[src/amr_pkg.sv]
// Shared constants, types and compare helpers for the argmin/argmax reduction.
package amr_pkg;

    localparam int unsigned ElemWidth  = 32;
    localparam int unsigned IndexWidth = 16;
    localparam longint unsigned DefaultMaxRowLen = 64'd65536;
    localparam int unsigned QueueDepth = 2;

    typedef enum logic [1:0] {
        FMT_INT32 = 2'd0,
        FMT_FP32  = 2'd1,
        FMT_FP16  = 2'd2,
        FMT_BF16  = 2'd3
    } fmt_t;

    localparam logic CFG_MODE_MAX = 1'b0;
    localparam logic CFG_FORMAT   = 1'b1;

    // Classified item as it crosses from the front part to the back part.
    // The format travels along so the held element is judged the same way.
    typedef struct packed {
        logic [ElemWidth-1:0]  value;
        logic signed [ElemWidth:0] key;
        logic                  is_nan;
        logic                  last;
        logic                  mode_max;
        fmt_t                  fmt;
    } cls_item_t;

    function automatic logic [ElemWidth-1:0] fmt_bits(input fmt_t fmt,
                                                      input logic [ElemWidth-1:0] b);
        logic [ElemWidth-1:0] r;
        begin
            r = b;
            if (fmt == FMT_FP16 || fmt == FMT_BF16)
            begin
                r = {16'h0000, b[15:0]};
            end
            return r;
        end
    endfunction

    function automatic logic nan_of(input fmt_t fmt, input logic [ElemWidth-1:0] b);
        logic r;
        begin
            case (fmt)
                FMT_FP32: r = (&b[30:23]) && (|b[22:0]);
                FMT_FP16: r = (&b[14:10]) && (|b[9:0]);
                FMT_BF16: r = (&b[14:7]) && (|b[6:0]);
                default:  r = 1'b0;
            endcase
            return r;
        end
    endfunction

    // Order key: larger key means larger value; signed zeros map to zero.
    function automatic logic signed [ElemWidth:0] key_of(input fmt_t fmt,
                                                         input logic [ElemWidth-1:0] b);
        logic signed [ElemWidth:0] mag;
        logic signed [ElemWidth:0] r;
        logic                      neg;
        begin
            case (fmt)
                FMT_INT32:
                begin
                    mag = '0;
                    neg = 1'b0;
                    r = {b[31], b};
                end
                FMT_FP32:
                begin
                    mag = {2'b00, b[30:0]};
                    neg = b[31];
                    r = neg ? -mag : mag;
                end
                default:
                begin
                    mag = {18'h0, b[14:0]};
                    neg = b[15];
                    r = neg ? -mag : mag;
                end
            endcase
            return r;
        end
    endfunction

endpackage

[src/amr_front.sv]
// Front part: accepts items, masks half formats and computes NaN flag and order key.
module amr_front (
    input  logic                               clk,
    input  logic                               rst_n,
    input  logic                               in_valid,
    output logic                               in_ready,
    input  logic [amr_pkg::ElemWidth-1:0]      in_bits,
    input  logic                               in_last,
    input  logic                               mode_max,
    input  amr_pkg::fmt_t                      fmt,
    output logic                               cls_valid,
    input  logic                               cls_ready,
    output amr_pkg::cls_item_t                 cls_item
);

    logic                 valid_reg;
    logic                 valid_next;
    amr_pkg::cls_item_t   item_reg;
    amr_pkg::cls_item_t   item_next;
    logic [amr_pkg::ElemWidth-1:0] masked;

    assign in_ready  = !valid_reg || cls_ready;
    assign cls_valid = valid_reg;
    assign cls_item  = item_reg;

    always_comb
    begin
        masked             = amr_pkg::fmt_bits(fmt, in_bits);
        item_next.value    = masked;
        item_next.key      = amr_pkg::key_of(fmt, masked);
        item_next.is_nan   = amr_pkg::nan_of(fmt, masked);
        item_next.last     = in_last;
        item_next.mode_max = mode_max;
        item_next.fmt      = fmt;
        valid_next = valid_reg;
        if (in_ready)
        begin
            valid_next = in_valid;
        end
    end

    always_ff @(posedge clk or negedge rst_n)
    begin
        if (!rst_n)
        begin
            valid_reg <= 1'b0;
        end
        else
        begin
            valid_reg <= valid_next;
        end
    end

    always_ff @(posedge clk)
    begin
        if (in_ready && in_valid)
        begin
            item_reg <= item_next;
        end
    end

endmodule

[src/amr_queue.sv]
// Short queue between the front and back parts.
module amr_queue #(
    parameter int unsigned DEPTH = amr_pkg::QueueDepth
) (
    input  logic               clk,
    input  logic               rst_n,
    input  logic               wr_valid,
    output logic               wr_ready,
    input  amr_pkg::cls_item_t wr_item,
    output logic               rd_valid,
    input  logic               rd_ready,
    output amr_pkg::cls_item_t rd_item
);

    localparam int unsigned PtrW = (DEPTH > 1) ? $clog2(DEPTH) : 1;

    amr_pkg::cls_item_t   mem [DEPTH];
    logic [PtrW-1:0]      wr_ptr_reg;
    logic [PtrW-1:0]      wr_ptr_next;
    logic [PtrW-1:0]      rd_ptr_reg;
    logic [PtrW-1:0]      rd_ptr_next;
    logic [PtrW:0]        count_reg;
    logic [PtrW:0]        count_next;
    logic                 push;
    logic                 pop;

    assign wr_ready = count_reg < (PtrW+1)'(DEPTH);
    assign rd_valid = count_reg != '0;
    assign rd_item  = mem[rd_ptr_reg];
    assign push     = wr_valid && wr_ready;
    assign pop      = rd_valid && rd_ready;

    always_comb
    begin
        wr_ptr_next = wr_ptr_reg;
        rd_ptr_next = rd_ptr_reg;
        if (push)
        begin
            wr_ptr_next = (wr_ptr_reg == PtrW'(DEPTH-1)) ? '0 : wr_ptr_reg + 1'b1;
        end
        if (pop)
        begin
            rd_ptr_next = (rd_ptr_reg == PtrW'(DEPTH-1)) ? '0 : rd_ptr_reg + 1'b1;
        end
        count_next = count_reg + (PtrW+1)'(push) - (PtrW+1)'(pop);
    end

    always_ff @(posedge clk or negedge rst_n)
    begin
        if (!rst_n)
        begin
            wr_ptr_reg <= '0;
            rd_ptr_reg <= '0;
            count_reg  <= '0;
        end
        else
        begin
            wr_ptr_reg <= wr_ptr_next;
            rd_ptr_reg <= rd_ptr_next;
            count_reg  <= count_next;
        end
    end

    always_ff @(posedge clk)
    begin
        if (push)
        begin
            mem[wr_ptr_reg] <= wr_item;
        end
    end

endmodule

[src/amr_back.sv]
// Back part: running best compare, position counter and the result register.
module amr_back #(
    parameter longint unsigned MAX_ROW_LEN = amr_pkg::DefaultMaxRowLen
) (
    input  logic                               clk,
    input  logic                               rst_n,
    input  logic                               cls_valid,
    output logic                               cls_ready,
    input  amr_pkg::cls_item_t                 cls_item,
    output logic                               out_valid,
    input  logic                               out_ready,
    output logic [amr_pkg::ElemWidth-1:0]      out_value,
    output logic [amr_pkg::IndexWidth-1:0]     out_index
);

    localparam longint unsigned CapRaw = MAX_ROW_LEN - 1;
    localparam logic [amr_pkg::IndexWidth-1:0] PosCap =
        (CapRaw > 65535) ? 16'hFFFF : amr_pkg::IndexWidth'(CapRaw);

    logic [amr_pkg::ElemWidth-1:0]  held_value_reg, held_value_next;
    logic signed [amr_pkg::ElemWidth:0] held_key;
    logic                           held_nan;
    logic [amr_pkg::IndexWidth-1:0] held_index_reg, held_index_next;
    logic [amr_pkg::IndexWidth-1:0] pos_reg, pos_next;
    logic                           open_reg, open_next;
    logic                           out_valid_reg, out_valid_next;
    logic [amr_pkg::ElemWidth-1:0]  out_value_reg;
    logic [amr_pkg::IndexWidth-1:0] out_index_reg;
    logic                           take;
    logic                           keep;
    logic                           fire;
    logic [amr_pkg::ElemWidth-1:0]  win_value;
    logic [amr_pkg::IndexWidth-1:0] win_index;

    assign cls_ready = !out_valid_reg || out_ready;
    assign fire      = cls_valid && cls_ready;
    assign out_valid = out_valid_reg;
    assign out_value = out_value_reg;
    assign out_index = out_index_reg;

    always_comb
    begin
        // The held element is judged in the format that stands for this item.
        held_key = amr_pkg::key_of(cls_item.fmt, held_value_reg);
        held_nan = amr_pkg::nan_of(cls_item.fmt, held_value_reg);
        // Held element stays on a NaN, or on an equal or better key.
        if (held_nan)
        begin
            keep = 1'b1;
        end
        else if (cls_item.is_nan)
        begin
            keep = 1'b0;
        end
        else if (held_key == cls_item.key)
        begin
            keep = 1'b1;
        end
        else
        begin
            keep = cls_item.mode_max ? (held_key > cls_item.key)
                                     : (held_key < cls_item.key);
        end
        take = !open_reg || !keep;
        win_value = take ? cls_item.value : held_value_reg;
        win_index = take ? pos_reg : held_index_reg;

        held_value_next = held_value_reg;
        held_index_next = held_index_reg;
        pos_next        = pos_reg;
        open_next       = open_reg;
        out_valid_next  = out_valid_reg && !out_ready;
        if (fire)
        begin
            if (cls_item.last)
            begin
                held_value_next = '0;
                held_index_next = '0;
                pos_next        = '0;
                open_next       = 1'b0;
                out_valid_next  = 1'b1;
            end
            else
            begin
                held_value_next = win_value;
                held_index_next = win_index;
                open_next = 1'b1;
                if (pos_reg < PosCap)
                begin
                    pos_next = pos_reg + 1'b1;
                end
            end
        end
    end

    always_ff @(posedge clk or negedge rst_n)
    begin
        if (!rst_n)
        begin
            held_value_reg <= '0;
            held_index_reg <= '0;
            pos_reg        <= '0;
            open_reg       <= 1'b0;
            out_valid_reg  <= 1'b0;
        end
        else
        begin
            held_value_reg <= held_value_next;
            held_index_reg <= held_index_next;
            pos_reg        <= pos_next;
            open_reg       <= open_next;
            out_valid_reg  <= out_valid_next;
        end
    end

    always_ff @(posedge clk)
    begin
        if (fire && cls_item.last)
        begin
            out_value_reg <= win_value;
            out_index_reg <= win_index;
        end
    end

endmodule

[src/argmin_argmax_reduction.sv]
// Top level of the streaming argmin/argmax row reduction.
//
//  channel   | direction | tdata                         | tlast / tuser
//  s_axis    | in        | element_bits[31:0]            | tlast = last_in_row
//  m_axis    | out       | best_value[31:0], best_index  | none
//  cfg       | in        | index 0 mode_max, 1 format    | write only
//
// One item per cycle is accepted while no result waits; the last item of a row
// passes the classify register and then the queue, and then the compare loads
// the result register.
// A waiting result stalls the compare; the queue and the classify register then
// take three more items before the input stalls.
// Reset clears the running state and both configuration registers to zero.
module argmin_argmax_reduction #(
    parameter longint unsigned MAX_ROW_LEN = amr_pkg::DefaultMaxRowLen
) (
    input  logic        clk,
    input  logic        rst_n,
    input  logic        s_axis_tvalid,
    output logic        s_axis_tready,
    input  logic [31:0] s_axis_tdata,   // element_bits[31:0]
    input  logic        s_axis_tlast,
    output logic        m_axis_tvalid,
    input  logic        m_axis_tready,
    output logic [47:0] m_axis_tdata,   // best_value[31:0], best_index[47:32]
    input  logic        cfg_we,
    input  logic        cfg_index,
    input  logic [1:0]  cfg_data
);

    logic               mode_max_reg;
    amr_pkg::fmt_t      fmt_reg;
    logic               f_valid, f_ready, b_valid, b_ready;
    amr_pkg::cls_item_t f_item, b_item;
    logic [31:0]        value;
    logic [15:0]        index;

    always_ff @(posedge clk or negedge rst_n)
    begin
        if (!rst_n)
        begin
            mode_max_reg <= 1'b0;
            fmt_reg      <= amr_pkg::FMT_INT32;
        end
        else if (cfg_we)
        begin
            if (cfg_index == amr_pkg::CFG_MODE_MAX)
            begin
                mode_max_reg <= cfg_data[0];
            end
            else
            begin
                fmt_reg <= amr_pkg::fmt_t'(cfg_data);
            end
        end
    end

    amr_front u_front (
        .clk(clk), .rst_n(rst_n),
        .in_valid(s_axis_tvalid), .in_ready(s_axis_tready),
        .in_bits(s_axis_tdata), .in_last(s_axis_tlast),
        .mode_max(mode_max_reg), .fmt(fmt_reg),
        .cls_valid(f_valid), .cls_ready(f_ready), .cls_item(f_item)
    );

    amr_queue u_queue (
        .clk(clk), .rst_n(rst_n),
        .wr_valid(f_valid), .wr_ready(f_ready), .wr_item(f_item),
        .rd_valid(b_valid), .rd_ready(b_ready), .rd_item(b_item)
    );

    amr_back #(.MAX_ROW_LEN(MAX_ROW_LEN)) u_back (
        .clk(clk), .rst_n(rst_n),
        .cls_valid(b_valid), .cls_ready(b_ready), .cls_item(b_item),
        .out_valid(m_axis_tvalid), .out_ready(m_axis_tready),
        .out_value(value), .out_index(index)
    );

    assign m_axis_tdata = {index, value};

endmodule

[config.mk]
export PLATFORM = sky130hd
export DESIGN_NAME = argmin_argmax_reduction
export DESIGN_NICKNAME = d
export VERILOG_FILES = /design/src/amr_pkg.sv /design/src/amr_front.sv /design/src/amr_queue.sv /design/src/amr_back.sv /design/src/argmin_argmax_reduction.sv
export SDC_FILE = /design/constraint.sdc
export NUM_CORES = 1
export LEC_CHECK = 0
export ABC_AREA = 1
export BUFFER_PORTS_ARGS = -buffer_cell sky130_fd_sc_hd__buf_2
export CAP_MARGIN = 25
export CORE_ASPECT_RATIO = 0.75
export CORE_MARGIN = 3
export CORE_UTILIZATION = 55
export CTS_BUF_LIST = sky130_fd_sc_hd__clkbuf_2 sky130_fd_sc_hd__clkbuf_4 sky130_fd_sc_hd__clkbuf_8
export DETAILED_ROUTE_END_ITERATION = 16
export GPL_TIMING_DRIVEN = 1
export PLACE_DENSITY = 0.78
export RECOVER_POWER = 100
export SLEW_MARGIN = 20
export SYNTH_ARGS = -nofsm -noshare
export SYNTH_HDL_FRONTEND = slang
export SYNTH_SLANG_ARGS = --single-unit
[constraint.sdc]
create_clock -name clk -period 11.49 [get_ports clk]
set_input_delay 2.298 -clock clk [delete_from_list [all_inputs] [get_ports clk]]
set_output_delay 2.298 -clock clk [all_outputs]
set_load 0.02 [all_outputs]
==> impl_metrics.tcl <==
set metrics [dict create \
    wl_mm 37.2 \
    period_share_pct 73.5 \
    avgRoutedWirePerCell_um 17.3 \
    p_per_area_mw_per_mm2 300 \
    placed_area_mm2 0.0168 \
    fin_setup_tns_ns 0 \
    met3_usage_pct 4.55 \
    synth_area_leaders "edfxtp_1 49%, dfrtp_1 12%, nand2_1 9.4%" \
    cts_setup_buffers 0 \
    gp_congestion 1.03 \
    crit_required_ns 11.92 \
    grt_overflow_total 0 \
    setup_viol 0 \
    hold_path_class "flop to flop" \
    tightest_slew_ns 3.96 \
    cts_tree "yes" \
    grt_pass1_vias 11002 \
    dieArea_mm2 0.0311 \
    grt_max_degree 71 \
    vias 11447 \
    top_usage_layer "met1" \
    antenna_left 0 \
    grt_usage_pct 23.7 \
    leakagePower_nw 7.62 \
    n_antenna_cell 0 \
    drc 0 \
    grt_pass1_wl_mm 58.8 \
    yosysTopAreaCellShare_pct 48.5 \
    synth_cell_type_count 46 \
    rows 53 \
    grt_antenna_before_repair 0 \
    viasPerCell 5.34 \
    yosys_warnings 0 \
    end_kind "flop" \
    cts.clk_slew.worst_paths_ns 0.06 \
    slew_headroom_pct -164 \
    failed_checks "capacitance limit, slew limit" \
    outcome "finished with violations" \
    cts_htree_levels 2 \
    arrival_ns 8.88 \
    dieHeight_um 154 \
    clockBufferDepth 3 \
    drtIter0Drc 1201 \
    gr-usage-met2_pct 34.6 \
    yosysTopAreaCell "edfxtp_1" \
    seq_area_frac_synth_pct 60.1 \
    insertion_delay_ns 0.58 \
    clock-root-buffer "clkbuf_8" \
    path_max_fanout 49 \
    drtPass1Iterations 5 \
    cp-start-kind "flop" \
    core_mm2 0.0283 \
    area_growth_pct 10.8 \
    grt_util_met1_pct 37.1 \
    top_register "u_queue.mem" \
    largest_reg_flops 140 \
    design_area_mm2 0.0177 \
    drive_above_1_share_pct 7.50 \
    finalCriticalPeriod_ns 8.44 \
    rsz0062_at_grt "no" \
    ir_worst_vdd_mv 0.195 \
    io-pin-count 91 \
    dp_hpwl_mm 26.2 \
    criticalPathCategory "flop to flop" \
    post_synth.cell_area_avg_um2 9.89 \
    fillers 2371 \
    port_buffers 90 \
    finClkSkew_ns 0.0197 \
    start_util_pct 56.4 \
    cts_resized 0 \
    die_w_um 203 \
    clock_sinks 332 \
    cts_buffers 49 \
    final_nets 1804 \
    syn_area_mm2 0.0160 \
    timing.fmax_mhz 118 \
    synth_fp_nets 1697 \
    whs_ns 0.442 \
    synthCells 1614 \
    cts_hold_buf 0 \
    finalMaxSlewViolations 485 \
    synth.ff_latch_count 332 \
    cap_violations 9 \
    hold_viol_final 0 \
]
[cells in the final DEF, fill, tap and decap left out, types with 5 or more instances in the layout]
| master | n |
|---|---|
| inv_2 | 7 |
| and2_1 | 17 |
| nor2_4 | 5 |
| clkbuf_8 | 59 |
| o21ai_0 | 59 |
| clkbuf_1 | 85 |
| clkbuf_4 | 21 |
| buf_2 | 11 |
| nor2_1 | 105 |
| nor3_1 | 20 |
| inv_1 | 202 |
| xor2_1 | 29 |
| nand4_1 | 18 |
| a31oi_1 | 10 |
| nor4_1 | 9 |
| dfrtp_1 | 74 |
| buf_4 | 6 |
| a21oi_1 | 50 |
| and2_0 | 31 |
| nand2_1 | 419 |
| mux2i_1 | 33 |
| edfxtp_1 | 258 |
| nand3_1 | 140 |
| ha_1 | 42 |
[worst max-delay path, cell delays in order, from the launching register on]
cell and delay, ns:
dfrtp_1 1.48, inv_2 0.43, buf_4 0.37, or2_0 0.28, o21ai_4 0.23, nor2_1 0.15
nor2_1 0.72, o21ai_0 0.30, xor2_1 0.22, ha_1 0.31, nand2_1 0.09, nor2_1 0.15
nand3_1 0.09, nor2_1 0.10, nand2_1 0.06, nand2_1 0.06, nor2_1 0.05, nand2_1 0.06
nand2_1 0.04, nand3_1 0.06, nand2_1 0.05, nand2_1 1.27, nand2_1 0.87, buf_4 0.52
nand2_1 0.14, and2_0 0.15
[path summary, 6_finish.rpt]
| check | cells past startpoint | slack, ns | from | to |
|---|---|---|---|---|
| min reg2reg | 0 | 0.44 | u_front.cls_item[51] | u_queue.mem[1][51] |
| min | 0 | 0.44 | u_front.cls_item[51] | u_queue.mem[1][51] |
| max in group asynchronous | 2 | 5.95 | rst_n | u_queue.rd_ptr_reg |
| max | 25 | 3.05 | u_queue.rd_ptr_reg | u_back.out_value[18] |
| min in group asynchronous | 1 | 2.19 | rst_n | u_back.held_index_reg[14] |
| max reg2reg | 25 | 3.05 | u_queue.rd_ptr_reg | u_back.out_value[18] |
[cells in the mapped netlist, drive strengths merged]
cell    number
o21ai       64
nand3b       1
a211oi       2
o41ai        2
or2          7
o211ai       1
o31ai        4
nor4         9
a31oi       10
nand4       18
inv        210
nor2       112
and2        48
a21oi       51
dfrtp       74
mux2         1
a21o         1
nor3        21
a221oi       1
nand3      140
o22ai        1
buf         26
xor2        29
ha          42
nor3b        1
mux2i       33
o21bai       1
nand2      419
clkbuf      22
o311ai       1
xnor2        4
edfxtp     258
[power breakdown]
| part | switching, mW | leakage, nW | internal (mW) |
|---|---|---|---|
| clock | 0.440 | 0.564 | 0.558 |
| sequential | 0.197 | 3.41 | 1.85 |
| combinational | 1.59 | 3.64 | 0.673 |
| total | 2.23 | 7.62 | 3.08 |
[layer usage]
layer  routed length (um)  share of wire, %  vias up
met2                16100                43      428
met4                  654               1.8        0
met1                17600                47     5382
met5                    0                 0        -
li1                     -                 -     5584
met3                 2940               7.9       53
[metrics by stage]
step                util [%]  instances  setup WS, ns  total power, mW
detailed placement      59.5       2054          5.03             4.35
finish                  62.5       2145          3.05             5.31
global route            62.5       2145          2.35             5.70
floorplan                  -       1614          5.24             3.70
CTS                     63.2       2144          5.02             5.35
global placement        59.4       2053          5.29             4.25
[cell families (layout without fill, tap and decap cells)]
group	Yosys count	in the layout	share of synthesized area [%]
compound gates	139	139	4.87
buf+inv	258	404	6.48
xor+xnor	33	33	1.81
fa+ha+maj	42	42	3.29
flops	332	332	60.1
mux	34	34	2.14
simple gates	776	776	21.3
[final cells by class]
type,instances,area [um^2],share of cell area [%]
clock buffers,80,970,5.48
clock inverters,10,85.1,0.481
inverters,210,791,4.47
multi-input cells,1024,5330,30.1
flip-flops and latches,332,9600,54.2
well taps,385,482,2.72
repair buffers,104,438,2.47
Note: power is estimated with default switching activity, not from simulation.
